## config.mk

```make
export PLATFORM = sky130hd
export DESIGN_NAME = byte_add_xor_key_mix
export DESIGN_NICKNAME = d
export VERILOG_FILES = /design/src/sv/bkm_pkg.sv /design/src/sv/bkm_mix_half.sv /design/src/sv/byte_add_xor_key_mix.sv
export SDC_FILE = /design/constraint.sdc
export NUM_CORES = 1
export LEC_CHECK = 0
export ABC_AREA = 0
export BUFFER_PORTS_ARGS = -buffer_cell sky130_fd_sc_hd__buf_2
export CAP_MARGIN = 15
export CORE_ASPECT_RATIO = 0.75
export CORE_MARGIN = 5
export CORE_UTILIZATION = 66
export CTS_BUF_LIST = sky130_fd_sc_hd__clkbuf_4 sky130_fd_sc_hd__clkbuf_8 sky130_fd_sc_hd__clkbuf_16
export CTS_CLUSTER_DIAMETER = 30
export CTS_CLUSTER_SIZE = 24
export DETAILED_ROUTE_END_ITERATION = 8
export GPL_TIMING_DRIVEN = 1
export PLACE_DENSITY = 0.88
export SLEW_MARGIN = 20
export SYNTH_ARGS = -nofsm -noshare
export SYNTH_HDL_FRONTEND = slang
export SYNTH_SLANG_ARGS = --single-unit
```

## constraint.sdc

```tcl
create_clock -name clk_i -period 21.9 [get_ports clk_i]
set_clock_uncertainty 0.15 [all_clocks]
set_input_delay 1.095 -clock clk_i [delete_from_list [all_inputs] [get_ports clk_i]]
set_output_delay 1.095 -clock clk_i [all_outputs]
set_load 0.01 [all_outputs]
```

## src/sv/bkm_pkg.sv

```systemverilog
// Package for the byte add/XOR key mixer.
// Holds the round schedule and the byte types; no dependencies.
package bkm_pkg;

  localparam int unsigned NumRounds  = 8;
  localparam int unsigned HalfBytes  = 4;
  localparam int unsigned KeyWidth   = 32;
  localparam int unsigned HalfWidth  = 32;
  localparam int unsigned WordWidth  = 64;
  localparam int unsigned InTdataW   = KeyWidth + WordWidth;  // 96, already whole bytes

  typedef logic [7:0] byte_t;
  typedef logic [1:0] sel_t;

  // Per round: key bytes i and j, sources a b c d, destinations of m and n
  typedef struct packed {
    sel_t ki;
    sel_t kj;
    sel_t a;
    sel_t b;
    sel_t c;
    sel_t d;
    sel_t dst_m;
    sel_t dst_n;
  } round_t;

  localparam round_t RoundTab [NumRounds] = '{
    '{2'd0, 2'd1, 2'd2, 2'd0, 2'd3, 2'd1, 2'd0, 2'd1},
    '{2'd1, 2'd2, 2'd0, 2'd2, 2'd1, 2'd3, 2'd2, 2'd3},
    '{2'd2, 2'd3, 2'd1, 2'd3, 2'd0, 2'd2, 2'd2, 2'd3},
    '{2'd0, 2'd3, 2'd2, 2'd1, 2'd3, 2'd0, 2'd0, 2'd1},
    '{2'd0, 2'd3, 2'd3, 2'd1, 2'd2, 2'd0, 2'd0, 2'd1},
    '{2'd2, 2'd3, 2'd0, 2'd3, 2'd1, 2'd2, 2'd2, 2'd3},
    '{2'd1, 2'd2, 2'd1, 2'd3, 2'd0, 2'd2, 2'd2, 2'd3},
    '{2'd0, 2'd1, 2'd2, 2'd1, 2'd3, 2'd0, 2'd0, 2'd1}
  };

endpackage

```

## src/sv/bkm_mix_half.sv

```systemverilog
// Eight-round byte add/XOR mix of one 4-byte half with the 4-byte key.
// Purely combinational; uses bkm_pkg for the round schedule.
module bkm_mix_half (
  input  logic [bkm_pkg::KeyWidth-1:0]  key_i,
  input  logic [bkm_pkg::HalfWidth-1:0] half_i,
  output logic [bkm_pkg::HalfWidth-1:0] half_o
);

  bkm_pkg::byte_t k [bkm_pkg::HalfBytes];
  bkm_pkg::byte_t y [bkm_pkg::HalfBytes];
  bkm_pkg::byte_t ki, kj, m, n;

  always_comb begin
    for (int i = 0; i < bkm_pkg::HalfBytes; i++) begin
      k[i] = key_i[8*i +: 8];
      y[i] = half_i[8*i +: 8];
    end
    ki = '0;
    kj = '0;
    m  = '0;
    n  = '0;
    // rounds chain through y; all reads of a round happen before its writes
    for (int r = 0; r < bkm_pkg::NumRounds; r++) begin
      ki = k[bkm_pkg::RoundTab[r].ki];
      kj = k[bkm_pkg::RoundTab[r].kj];
      m  = (y[bkm_pkg::RoundTab[r].a] + (ki ^ kj)) ^ y[bkm_pkg::RoundTab[r].b];
      n  = ((ki + kj) + y[bkm_pkg::RoundTab[r].c]) ^ y[bkm_pkg::RoundTab[r].d];
      y[bkm_pkg::RoundTab[r].dst_m] = m;
      y[bkm_pkg::RoundTab[r].dst_n] = n;
    end
    for (int i = 0; i < bkm_pkg::HalfBytes; i++) begin
      half_o[8*i +: 8] = y[i];
    end
  end

endmodule

```

## src/sv/byte_add_xor_key_mix.sv

```systemverilog
// Byte add/XOR key mixer: one result beat per input beat. Each input beat is captured in
// an input register, the eight mixing rounds of both halves run in one combinational pass,
// and the result is held in an output register. One beat is accepted every cycle while the
// output side keeps taking results; an accepted beat moves from the input register into
// the output register as soon as that register is free, and is taken from there.
// Throughput is set by the input/result register pair, which advance together, and
// the input side stalls only when both registers hold beats and the output side is stalled.
// Uses bkm_pkg and bkm_mix_half (two instances, one per half).
module byte_add_xor_key_mix (
  input  logic                            clk_i,
  input  logic                            rst_ni,
  input  logic                            s_axis_tvalid,
  output logic                            s_axis_tready,
  // fields from bit 0 up: mix_key[31:0], data_word[63:0]
  input  logic [bkm_pkg::InTdataW-1:0]    s_axis_tdata,
  output logic                            m_axis_tvalid,
  input  logic                            m_axis_tready,
  // fields from bit 0 up: mixed_word[63:0]
  output logic [bkm_pkg::WordWidth-1:0]   m_axis_tdata
);

  logic                             in_valid_q;
  logic [bkm_pkg::KeyWidth-1:0]     key_q;
  logic [bkm_pkg::WordWidth-1:0]    word_q;
  logic                             out_valid_q;
  logic [bkm_pkg::WordWidth-1:0]    res_q;
  logic [bkm_pkg::WordWidth-1:0]    res_d;
  logic                             out_free;
  logic                             advance;
  logic                             accept;

  assign out_free      = !out_valid_q || m_axis_tready;
  assign advance       = in_valid_q && out_free;
  assign s_axis_tready = !in_valid_q || out_free;
  assign accept        = s_axis_tvalid && s_axis_tready;

  always_ff @(posedge clk_i or negedge rst_ni) begin
    if (!rst_ni) begin
      in_valid_q <= 1'b0;
    end else if (s_axis_tready) begin
      in_valid_q <= s_axis_tvalid;
    end
  end

  always_ff @(posedge clk_i) begin
    if (accept) begin
      key_q  <= s_axis_tdata[bkm_pkg::KeyWidth-1:0];
      word_q <= s_axis_tdata[bkm_pkg::InTdataW-1:bkm_pkg::KeyWidth];
    end
  end

  bkm_mix_half u_mix_lo (
    .key_i  (key_q),
    .half_i (word_q[bkm_pkg::HalfWidth-1:0]),
    .half_o (res_d[bkm_pkg::HalfWidth-1:0])
  );

  bkm_mix_half u_mix_hi (
    .key_i  (key_q),
    .half_i (word_q[bkm_pkg::WordWidth-1:bkm_pkg::HalfWidth]),
    .half_o (res_d[bkm_pkg::WordWidth-1:bkm_pkg::HalfWidth])
  );

  always_ff @(posedge clk_i or negedge rst_ni) begin
    if (!rst_ni) begin
      out_valid_q <= 1'b0;
    end else if (out_free) begin
      out_valid_q <= in_valid_q;
    end
  end

  always_ff @(posedge clk_i) begin
    if (advance) begin
      res_q <= res_d;
    end
  end

  assign m_axis_tvalid = out_valid_q;
  assign m_axis_tdata  = res_q;

  // an accepted beat sits in the input register next cycle
  a_accept_lands: assert property (@(posedge clk_i) disable iff (!rst_ni)
    accept |=> in_valid_q)
    else $error("accepted beat not captured");

  // a beat that moves on shows up as a result next cycle
  a_advance_shows: assert property (@(posedge clk_i) disable iff (!rst_ni)
    advance |=> m_axis_tvalid)
    else $error("advanced beat missing at output");

  // both registers full and output stalled: input must hold off
  a_full_stalls: assert property (@(posedge clk_i) disable iff (!rst_ni)
    (in_valid_q && out_valid_q && !m_axis_tready) |-> !s_axis_tready)
    else $error("input accepted while pipeline full");

  // result register carries the mix of the beat that advanced
  a_result_data: assert property (@(posedge clk_i) disable iff (!rst_ni)
    advance |=> (m_axis_tdata == $past(res_d)))
    else $error("result register does not match mixed word");

endmodule

```

======== Yosys cells after proc, flatten, opt, wreduce, memory -nomap -nowiden ========
Cells that the tools add are included.
word-level totals
  register bits ........................... 162
  input bits .............................. 100
cells by class
  $add $sub $neg .......................... 36
  bitwise gates (word level) .............. 36
  reductions and logical operators ........ 6
operator list
  kind               count
  adder 8 bit        36
  bitwise XOR 8 bit  36
  logical AND 1 bit  2
  zero test 1 bit    2
  logical OR 1 bit   2

======== Depth between registers and ports, before layout ========
Gate-level depths: netlist of the first run.
  word-level depth ........................ 14
  gate-level depth with buffers ........... 34

======== Cells and area by module ========
From an unflattened synthesis of the first run, not the netlist that was laid out.
second synthesis, totals
  cells, all modules ...................... 1579
  area, all modules ....................... 16992.5 um^2
modules (own cells, without submodules)
  module                    area each (um^2)  cells each  seq. area each (um^2)  times used
  bkm_mix_half at u_mix_hi  6073.3            707         0.0                    1
  bkm_mix_half at u_mix_lo  6010.8            704         0.0                    1
  byte_add_xor_key_mix      4908.5            168         4854.7                 1

======== Worst setup path after synthesis of the first run ========
Ideal clock, no wire load.
  path kind ............................... register to register
  start point ............................. register key_q[0] in the netlist's numbering
  end point ............................... register res_q (netlist bit m_axis_tdata[47]) (data pin)
  setup time .............................. 0.268 ns
  cell stages (with the launch flop) ...... 24
  path buffers ............................ 0
  data arrival time ....................... 7.068 ns
  slack ................................... 14.415 ns
  cell sequence ........................... edfxtp_1 > ha_1 > ha_1 > fa_1 > xor2_1 > fa_1 > xor2_1 > xnor2_1 > fa_1 > xor2_1 > xnor2_1 > inv_1 > fa_1 > a21o_1 > a21o_1 > a21o_1 > a21oi_1 > xnor3_1 > xnor2_1 > ha_1 > o41ai_1 > xnor2_1 > xnor3_1 > xnor3_1
on the way
  cells in the longest elaborated chain, start to end .. 14
  elaborated cells between the ends (all ways) .. 20
RTL lines
  item                      RTL line                    RTL
  start: declaration        byte_add_xor_key_mix.sv:23  logic [bkm_pkg::KeyWidth-1:0] key_q;
  start signal: assignment  byte_add_xor_key_mix.sv:47  key_q <= s_axis_tdata[bkm_pkg::KeyWidth-1:0];
  bitwise XOR 8 bit         bkm_mix_half.sv:26          m = (y[bkm_pkg::RoundTab[r].a] + (ki ^ kj)) ^ y[bkm_pkg::RoundTab[r].b];
  adder 8 bit               bkm_mix_half.sv:26
  bitwise XOR 8 bit         bkm_mix_half.sv:26
  adder 8 bit               bkm_mix_half.sv:26
  bitwise XOR 8 bit         bkm_mix_half.sv:26
  bitwise XOR 8 bit         bkm_mix_half.sv:27          n = ((ki + kj) + y[bkm_pkg::RoundTab[r].c]) ^ y[bkm_pkg::RoundTab[r].d];
  adder 8 bit               bkm_mix_half.sv:27
  bitwise XOR 8 bit         bkm_mix_half.sv:27
  bitwise XOR 8 bit         bkm_mix_half.sv:26
  adder 8 bit               bkm_mix_half.sv:26
  bitwise XOR 8 bit         bkm_mix_half.sv:26
  bitwise XOR 8 bit *       bkm_mix_half.sv:27
  via res_d, one bit        byte_add_xor_key_mix.sv:27  logic [bkm_pkg::WordWidth-1:0] res_d;
  adder 8 bit *             bkm_mix_half.sv:27
  bitwise XOR 8 bit *       bkm_mix_half.sv:27
  via res_d, one bit        byte_add_xor_key_mix.sv:27
  end signal: assignment    byte_add_xor_key_mix.sv:74  res_q <= res_d;
  end: declaration          byte_add_xor_key_mix.sv:26  logic [bkm_pkg::WordWidth-1:0] res_q;
The timed path passes the listed nets; every way through them passes the cells marked *.
A chain may end at the register's enable or synchronous reset.

======== Worst setup path after layout of the first run ========
  start point ............................. register key_q[10] in the netlist's numbering
  end point ............................... register res_q (netlist bit m_axis_tdata[7]) (data pin)
on the way
  cells in the longest elaborated chain, start to end .. 14
  elaborated cells between the ends (all ways) .. 20
RTL lines
  item                       RTL line
  adder 8 bit (2 in series)  bkm_mix_half.sv:27
  bitwise XOR 8 bit          bkm_mix_half.sv:27
  adder 8 bit                bkm_mix_half.sv:27
  bitwise XOR 8 bit          bkm_mix_half.sv:27
  bitwise XOR 8 bit          bkm_mix_half.sv:26
  adder 8 bit                bkm_mix_half.sv:26
  bitwise XOR 8 bit          bkm_mix_half.sv:26
  bitwise XOR 8 bit          bkm_mix_half.sv:27
  adder 8 bit                bkm_mix_half.sv:27
  bitwise XOR 8 bit          bkm_mix_half.sv:27
  bitwise XOR 8 bit *        bkm_mix_half.sv:26
  via res_d, one bit         byte_add_xor_key_mix.sv:27
  adder 8 bit *              bkm_mix_half.sv:26
  bitwise XOR 8 bit *        bkm_mix_half.sv:26
  via res_d, one bit         byte_add_xor_key_mix.sv:27
Marks and branches as above.

==> results of run 1 <==
[worst paths after layout]
check	start	to	slack, ns	depth (start not counted)
setup / recovery	key_q[10]$_DFFE_PP_	m_axis_tdata[7]$_DFFE_PP_	13.16	31
hold / removal	rst_ni	in_valid_q$_DFFE_PN0N_	0.27	1
setup reg to reg	key_q[10]$_DFFE_PP_	m_axis_tdata[7]$_DFFE_PP_	13.16	31
hold reg to reg	in_valid_q$_DFFE_PN0N_	m_axis_tvalid$_DFFE_PN0P_	0.34	1
max in group asynchronous	rst_ni	m_axis_tvalid$_DFFE_PN0P_	21.24	1
min in group clk_i	in_valid_q$_DFFE_PN0N_	m_axis_tvalid$_DFFE_PN0P_	0.34	1
[flip-flops by register name, indices dropped and copies added, names as in the netlist]
signal	count
word_q	64
m_axis_tvalid	1
in_valid_q	1
key_q	28
m_axis_tdata	64
[routing by layer]
| layer | part of all wire (%) | wire [um] | vias to the layer above | GRT usage (%) |
|---|---|---|---|---|
| met4 | 3.9 | 1650 | 0 | 13.2 |
| met5 | 0 | 0 | - | 0 |
| met1 | 41 | 17100 | 5785 | 38.3 |
| met2 | 49 | 20500 | 518 | 54.2 |
| met3 | 6.7 | 2820 | 110 | 4.20 |
| li1 | - | - | 5648 | - |
[final cells by class]
type / instances / area [um2]
repair buffers: 164 / 828
inverters: 65 / 244
clock buffers: 17 / 425
clock inverters: 14 / 135
flip-flops and latches: 158 / 4730
multi-input cells: 1223 / 11000
fillers: 1648 / 6170
well taps: 306 / 383
[placed cells by master, fill, tap and decap left out, types with 8 or more instances in the layout]
cell / synthesis / final
xnor2_1: 296 / 296
ha_1: 240 / 240
buf_2: 0 / 161
edfxtp_1: 156 / 156
a21oi_1: 125 / 125
a21o_1: 90 / 90
xor2_1: 87 / 87
inv_1: 65 / 65
nor2_1: 62 / 62
o21ai_0: 53 / 53
o21bai_1: 36 / 36
fa_1: 36 / 36
xnor3_1: 26 / 26
clkbuf_16: 0 / 17
nand2_1: 16 / 16
nand2b_1: 16 / 16
a211oi_1: 15 / 15
nor2b_1: 15 / 15
o21a_1: 11 / 11
nand3_1: 11 / 11
nor3_1: 11 / 11
xor3_1: 8 / 8
a31oi_1: 8 / 8
[stage by stage]
| stage | instance area, um2 | instances | utilization (%) | hold WS, ns |
|---|---|---|---|---|
| 3_3_place_gp | 17200 | 1916 | 71.9 | 0.312 |
| 3_5_place_dp | 17200 | 1916 | 71.9 | 0.323 |
| 2_1_floorplan | 16000 | 1447 | - | 0.299 |
| 6_report | 17700 | 1947 | 74.2 | 0.266 |
| 4_1_cts | 17700 | 1947 | 74.2 | 0.259 |
| 5_1_grt | 17700 | 1947 | 74.2 | 0.254 |
[cells by family after synthesis]
| kind of cell | count (synthesis) |
|---|---|
| simple gates | 156 |
| fa+ha+maj | 276 |
| buf+inv | 66 |
| compound gates | 374 |
| xor+xnor | 417 |
| flops | 158 |
==> qor.yml, run 1 <==
die_outline_area_um2: 27400
ys.warnings.count: 0
yosys-mux-area-fraction_pct: 0
num_rows: 49
cts_repair_resize_count: 0
worst_path_max_delay_cell: "ha_1"
asyncSetResetFlopFracSynth_pct: 1.27
postSynthAreaPerCell_um2: 11.0
critical_path.most_common_cell: "xnor2_1"
synthesis.instances: 1447
wl_um: 42100
wire_per_inst_um: 21.6
placement.setup.worst_slack_ns: 13.29
fin_nets: 2005
grt.total_usage_pct: 30.7
synthFlopType: "edfxtp_1"
run_status: "finished, final reports clean"
startpoint_type: "flip-flop"
drtAntennaViolNets: 0
cts.root.buffer_cell: "clkbuf_16"
simple_gate_portion_of_the_synthesized_area_pct: 4.78
dominant_cell_by_count_in_the_synthesized_netlist: "xnor2_1"
maxSlewViolCount: 0
cts_buffers: 17
critical_path.max_stage_delay_ns: 0.67
grt_max_degree: 59
ctsLongestPathBuffers: 2
ys_top_cells_by_area: "edfxtp_1 (29%), ha_1 (19%), xnor2_1 (16%)"
hold_violations: 0
synth_edf_count: 156
route.vias.total: 12100
synthAdderAreaFrac_pct: 23.3
clock_tree_from_tritoncts: "done"
number_of_buffers_inserted_to_repair_setup_after_cts: 0
timing.final.setup_violations: 0
detailedRoute.firstIterationViolations: 1086
drc: 0
dp.final_hpwl_um: 34500
dr.pass1.iters: 7
sequential_area_share_after_synthesis_pct: 29.6
floorplan.die.height_um: 145
synthToLayoutAreaGrowth_pct: 11.1
combinational_family_with_the_most_area_after_synthesis: "XOR/XNOR gates"
placement.io_buffers: 161
synth.net_count: 1823
finalWeightedCongestion: 0.997
synth_compound_gate_area_share_pct: 14.9
synthesized_flop_and_latch_total: 158
worstPathMaxFanout: 6
fmax_ghz: 0.114
synth-xor-area-share_pct: 25.9
synth.cell_area_um2: 16000
avgViaCountPerCell: 6.19
number_of_antenna_violations_at_the_first_check_in_global_routing: 0
endpoint_kind: "flip-flop"
worst-slew-pin-transition_ns: 1.10
global_route_congestion_overflow_total: 0
die_width_um: 190
number_of_buffers_and_inverters_on_the_critical_path: 2
post_cts_hold_fix_bufs: 0
fin_setup_tns_ns: 0
final.period_utilization_pct: 39.9
antenna-diode-count: 0
finalCriticalPeriod_ns: 8.74
boundaryPins: 166
drive_above_1_share_pct: 12.5
clk_pin_slew_worst_paths_ns: 0.07
top_cell_type_s_share_of_synthesized_area_pct: 29.3
unrepaired_setup_endpoints_after_global_routing: "false"
first_global_vias: 12300
relSlewSlack_pct: 26.2
post_synth_num_cell_types: 49
synth_common_cells: "xnor2_1 (296), ha_1 (240), edfxtp_1 (156)"
h-tree-depth: 4
cp.arrival_ns: 8.78
postLayoutSetupSlackWorst_ns: 13.16
coreArea_um2: 23900
worst_hold_path_type: "input port to asynchronous set/reset pin"
yosysTopAreaCell: "edfxtp_1"
initial_utilization_pct: 66.8
cts_sinks: 158
required_ns: 21.94
worstSetupPathType: "flip-flop to flip-flop"
cap_viol_max_count: 0
worst_skew_pair.late_latency_ns: 0.45
path_delay_family: "XOR/XNOR gates"
grt_first_pass_wirelength_um: 63900
Power of run 1 is left out: the tool's default activity adds up to more than one toggle a clock period on the data nets, which glitch-free logic cannot reach.
==> run 2: changes to the inputs <==
--- a/config.mk
+++ b/config.mk
@@ -5,18 +5,18 @@
 export SDC_FILE = /design/constraint.sdc
 export NUM_CORES = 1
 export LEC_CHECK = 0
-export ABC_AREA = 0
+export ABC_AREA = 1
 export BUFFER_PORTS_ARGS = -buffer_cell sky130_fd_sc_hd__buf_2
 export CAP_MARGIN = 15
 export CORE_ASPECT_RATIO = 0.75
 export CORE_MARGIN = 5
-export CORE_UTILIZATION = 66
+export CORE_UTILIZATION = 62
 export CTS_BUF_LIST = sky130_fd_sc_hd__clkbuf_4 sky130_fd_sc_hd__clkbuf_8 sky130_fd_sc_hd__clkbuf_16
 export CTS_CLUSTER_DIAMETER = 30
 export CTS_CLUSTER_SIZE = 24
 export DETAILED_ROUTE_END_ITERATION = 8
 export GPL_TIMING_DRIVEN = 1
-export PLACE_DENSITY = 0.88
+export PLACE_DENSITY = 0.83
 export SLEW_MARGIN = 20
 export SYNTH_ARGS = -nofsm -noshare
 export SYNTH_HDL_FRONTEND = slang
==> constraint.sdc (replaced) <==
create_clock -name clk_i -period 8.7 [get_ports clk_i]
set_clock_uncertainty 0.15 [all_clocks]
set_input_delay 0.435 -clock clk_i [delete_from_list [all_inputs] [get_ports clk_i]]
set_output_delay 0.435 -clock clk_i [all_outputs]
set_load 0.01 [all_outputs]
==> qor.yml, run 2 <==
post_synth_num_cell_types: 34
finalWeightedCongestion: 1.00
avgViaCountPerCell: 5.91
num_rows: 53
synth.cell_area_um2: 17800
first_global_vias: 16200
synth.net_count: 2567
grt_max_degree: 81
synthesis.instances: 2191
timing.hold.worst_path_depth: 1
detailedRoute.firstIterationViolations: 1631
worstPathMaxFanout: 5
unrepaired_setup_endpoints_after_global_routing: "true"
drtAntennaViolNets: 0
global_route_congestion_overflow_total: 0
boundaryPins: 166
route.vias.total: 16800
critical_path.max_stage_delay_ns: 0.50
worst_path_max_delay_cell: "edfxtp_1"
fmax_ghz: 0.119
layout.cell_area.non_filler_um2: 20500
initial_utilization_pct: 63.2
startpoint_type: "flip-flop"
cts.root.buffer_cell: "clkbuf_16"
ys.warnings.count: 0
coreArea_um2: 28100
wire_per_inst_um: 20.9
hold_violations: 0
synth_edf_count: 160
die_outline_area_um2: 32200
asyncSetResetFlopFracSynth_pct: 1.23
sequential_area_share_after_synthesis_pct: 27.3
cap_viol_max_count: 0
critical_path.most_common_cell: "nand2_1"
placed_area_um2: 19200
clk_pin_slew_worst_paths_ns: 0.07
leading_cell_type_in_the_layout_fill_and_taps_excluded: "nand2_1"
drc: 0
wl_um: 59200
dominant_cell_by_count_in_the_synthesized_netlist: "nand2_1"
postSynthAreaPerCell_um2: 8.11
yosysTopAreaCell: "edfxtp_1"
worstSetupPathType: "flip-flop to flip-flop"
placement.io_buffers: 165
worst-slew-pin-transition_ns: 1.19
ys_top_cells_by_area: "edfxtp_1 (27%), ha_1 (17%), nand2_1 (12%)"
finalCriticalPeriod_ns: 8.38
endpoint_kind: "flip-flop"
r2r_cells: 45
dr.pass1.iters: 8
final.period_utilization_pct: 96.4
die_width_um: 205
cts_sinks: 162
clock_tree_from_tritoncts: "done"
synthToLayoutAreaGrowth_pct: 15.1
synthesized_flop_and_latch_total: 162
layout_common_cells: "nand2_1 (584), inv_1 (284), ha_1 (237), xor2_1 (195), buf_2 (165)"
top_cell_type_s_share_of_synthesized_area_pct: 27.0
h-tree-depth: 4
run_status: "finished, final reports clean"
synth_common_cells: "nand2_1 (584), inv_1 (285), ha_1 (240)"
grt_first_pass_wirelength_um: 86400
number_of_antenna_violations_at_the_first_check_in_global_routing: 0
required_ns: 8.77
dp.final_hpwl_um: 46200
cts_buffers: 17
maxSlewViolCount: 0
floorplan.die.height_um: 157
fin_nets: 2811
synthFlopType: "edfxtp_1"
drive_above_1_share_pct: 10.7
worst_skew_pair.late_latency_ns: 0.46
grt.total_usage_pct: 35.7
timing.final.setup_violations: 0
ctsLongestPathBuffers: 2
worst_hold_path_type: "input port to flip-flop"
cp.arrival_ns: 8.45
relSlewSlack_pct: 19.8
run 2: cell types whose count changed in the layout (fill, tap and decap cells not counted), sizes merged, moves of 37 or more:
cell         delta
nand2         +570
inv           +223
xnor2         -156
nand3         +148
xor2          +121
a21o           -69
dlygate4sd3    +37
run 2: timing repair:
item | 4_1_cts | 5_1_grt
hold buffers | 17 | 20
buffers inserted | 0 | 3
endpoints found under the setup margin | 1 | 7
pin swaps | 0 | 4
resized for setup | 1 | 24
endpoints found under the hold margin | 18 | 20
run 2: kinds of logic (layout without fill, tap and decap cells):
logic type | Yosys count | count (layout) | synth area share [%]
simple gates | 862 | 862 | 20.5
xor+xnor | 348 | 348 | 17.2
buf+inv | 287 | 544 | 6.07
fa+ha+maj | 276 | 276 | 21.0
compound gates | 256 | 256 | 7.98
flops | 162 | 162 | 27.3
other cells | 0 | 1 | 0
run 2: metrics by stage:
step | std cells | utilization, % | hold slack, ns | worst slack (ns) | setup TNS [ns]
2_1_floorplan | 2191 | - | -0.0106 | 1.52 | 0
3_3_place_gp | 2761 | 68.4 | 0.0746 | 0.0694 | 0
3_5_place_dp | 2761 | 68.4 | 0.0754 | -0.0659 | -0.0659
4_1_cts | 2810 | 71.4 | 0.0000745 | 0.136 | 0
5_1_grt | 2833 | 72.7 | 0.000186 | -0.0810 | -0.124
6_report | 2834 | 72.7 | 0.00371 | 0.316 | 0
run 2: critical path, delay by kind of cell, from the launching register on:
| kind | cells | cell delay (ns) |
|---|---|---|
| AO/OA/AOI/OAI | 6 | 0.99 |
| XOR/XNOR | 9 | 1.83 |
| adder cells (fa/ha/maj) | 6 | 2.20 |
| buffers and inverters | 7 | 0.60 |
| flip-flops | 1 | 0.50 |
| AND/OR/NAND/NOR | 17 | 1.86 |
run 2: area by class of cell:
cell class              instances  area (um2)
fillers                      2191        7660
clock buffers                  17         425
well taps                     385         482
inverters                     286        1080
flip-flops and latches        162        4850
clock inverters                15         215
diodes                          1        2.50
repair buffers                226        1380
multi-input cells            1742       12000
run 2: worst paths after layout:
check	startpoint	end	slack, ns
max in group asynchronous	rst_ni	m_axis_tvalid$_DFFE_PN0P_	8.17
setup / recovery	key_q[1]$_DFFE_PP_	m_axis_tdata[7]$_DFFE_PP_	0.32
setup reg to reg	key_q[1]$_DFFE_PP_	m_axis_tdata[7]$_DFFE_PP_	0.32
min in group asynchronous	rst_ni	in_valid_q$_DFFE_PN0N_	0.14
hold reg to reg	in_valid_q$_DFFE_PN0N_	m_axis_tvalid$_DFFE_PN0P_	0.38
hold / removal	s_axis_tdata[66]	word_q[34]$_DFFE_PP_	0.004
run 2: per-layer routing:
layer / vias to the layer above / GRT usage, % / wire length (um)
li1: 7745 / - / -
met2: 949 / 57.0 / 26200
met1: 7778 / 44.7 / 22300
met4: 0 / 23.1 / 4370
met5: - / 0 / 0
met3: 285 / 6.77 / 6240
Power of run 2 is left out for the same reason.
==> run 3: changes to the inputs <==
--- a/config.mk
+++ b/config.mk
@@ -6,15 +6,15 @@
 export NUM_CORES = 1
 export LEC_CHECK = 0
 export ABC_AREA = 1
-export BUFFER_PORTS_ARGS = -buffer_cell sky130_fd_sc_hd__buf_2
 export CAP_MARGIN = 15
 export CORE_ASPECT_RATIO = 0.75
 export CORE_MARGIN = 5
-export CORE_UTILIZATION = 62
+export CORE_UTILIZATION = 67
 export CTS_BUF_LIST = sky130_fd_sc_hd__clkbuf_4 sky130_fd_sc_hd__clkbuf_8 sky130_fd_sc_hd__clkbuf_16
 export CTS_CLUSTER_DIAMETER = 30
 export CTS_CLUSTER_SIZE = 24
 export DETAILED_ROUTE_END_ITERATION = 8
+export DONT_BUFFER_PORTS = 1
 export GPL_TIMING_DRIVEN = 1
 export PLACE_DENSITY = 0.83
 export SLEW_MARGIN = 20
==> qor.yml, run 3 (synthesis results as in run 2) <==
run_status: "finished with violations"
violated_checks: "design-rule violations"
drtAntennaViolNets: 0
die_width_um: 198
dr.pass1.iters: 9
postLayoutSetupSlackWorst_ns: 0.249
grt_max_degree: 65
boundaryPins: 166
worst_path_max_delay_cell: "fa_2"
clk_pin_slew_worst_paths_ns: 0.08
relSlewSlack_pct: 27.4
leading_cell_type_in_the_layout_fill_and_taps_excluded: "nand2_1"
final.period_utilization_pct: 97.1
wire_per_inst_um: 22.7
worst-slew-pin-transition_ns: 1.08
layout.cell_area.non_filler_um2: 20200
h-tree-depth: 4
dp.final_hpwl_um: 45500
cts.root.buffer_cell: "clkbuf_16"
clock_tree_from_tritoncts: "done"
rr_startpoint: "key_q[0]$_DFFE_PP_"
placed_insts: 2554
wl_um: 61100
first_global_vias: 16500
grt_util_met1_pct: 44.2
coreArea_um2: 26000
initial_utilization_pct: 68.3
number_of_buffers_and_inverters_on_the_critical_path: 7
required_ns: 8.76
cts_sinks: 162
route.vias.total: 16700
worstPathMaxFanout: 5
drc: 15
drive_above_1_share_pct: 4.47
maxSlewViolCount: 0
placement.io_buffers: 0
holdCritStartpoint: "s_axis_tvalid"
critical_path.most_common_cell: "nand2_1"
avgViaCountPerCell: 6.21
num_rows: 51
grt.total_usage_pct: 39.5
number_of_antenna_violations_at_the_first_check_in_global_routing: 1
placement.setup.worst_slack_ns: 0.0906
finalWeightedCongestion: 0.989
grt_first_pass_wirelength_um: 88300
hold_violations: 0
startpoint_type: "flip-flop"
global_route_congestion_overflow_total: 0
cp.arrival_ns: 8.51
final_cell_count_no_fill: 2695
fin_nets: 2713
crit_start: "key_q[0]$_DFFE_PP_"
cap_viol_max_count: 0
placed_area_um2: 18400
critical_path.max_stage_delay_ns: 0.42
worstSetupPathType: "flip-flop to flip-flop"
holdWs_ns: 0.0184
path_delay_family: "adder cells"
floorplan.die.height_um: 151
worst_hold_path_type: "input port to flip-flop"
die_outline_area_um2: 29900
layout_common_cells: "nand2_1 (584), inv_1 (282), ha_1 (236), xor2_1 (195), edfxtp_1 (160)"
ctsLongestPathBuffers: 2
fmax_ghz: 0.118
worst_skew_pair.late_latency_ns: 0.45
timing.final.setup_violations: 0
detailedRoute.firstIterationViolations: 1655
met2_usage_pct: 67.1
synthToLayoutAreaGrowth_pct: 13.7
finalCriticalPeriod_ns: 8.45
groute.layer.met3.usage_pct: 10.4
endpoint_kind: "flip-flop"
cts_buffers: 17
gr-max-usage-layer: "met2"
==> run 3: cell count changes in the layout (fill, tap and decap cells not counted), sizes merged <==
cell / before / now
clkinvlp: 1 / 4
dlygate4sd3: 37 / 97
clkinv: 2 / 4
diode: 1 / 2
inv: 294 / 289
buf: 189 / 31
bufinv: 4 / 3
==> run 3: path summary, 6_finish.rpt <==
check | to | slack (ns) | depth (start not counted)
setup / recovery | m_axis_tdata[7]$_DFFE_PP_ | 0.25 | 48
hold / removal | in_valid_q$_DFFE_PN0N_ | 0.02 | 2
setup reg to reg | m_axis_tdata[7]$_DFFE_PP_ | 0.25 | 48
hold reg to reg | m_axis_tvalid$_DFFE_PN0P_ | 0.40 | 2
max in group asynchronous | in_valid_q$_DFFE_PN0N_ | 8.20 | 1
min in group asynchronous | m_axis_tvalid$_DFFE_PN0P_ | 0.07 | 1
==> run 3: stage by stage <==
step | TNS, ns | utilization [%]
after floorplan | 0 | -
after global placement | 0 | 70.5
after detailed placement | 0 | 70.5
after CTS | 0 | 76.6
after global routing | -0.175 | 77.6
final | 0 | 77.6
==> run 3: cell type report <==
cell class              instances  area (um2)
multi-input cells            1742       12000
inverters                     286        1080
flip-flops and latches        162        4850
clock buffers                  17         425
fillers                      1761        5820
diodes                          2        5.00
well taps                     344         430
clock inverters                14         180
repair buffers                128        1220
==> run 3: what timing repair did <==
action,in CTS,in global routing
endpoints found under the hold margin,98,0
resized for setup,0,29
setup buffers,0,10
endpoints found under the setup margin,0,5
hold buffers,97,0
==> run 3: routing by layer <==
metal	part of all wire, %	vias up	wire length (um)
li1	-	7553	-
met1	35	7778	21600
met2	47	1080	28400
met3	11	314	6600
met4	7.4	0	4490
met5	0	-	0
Power of run 3 is left out for the same reason.
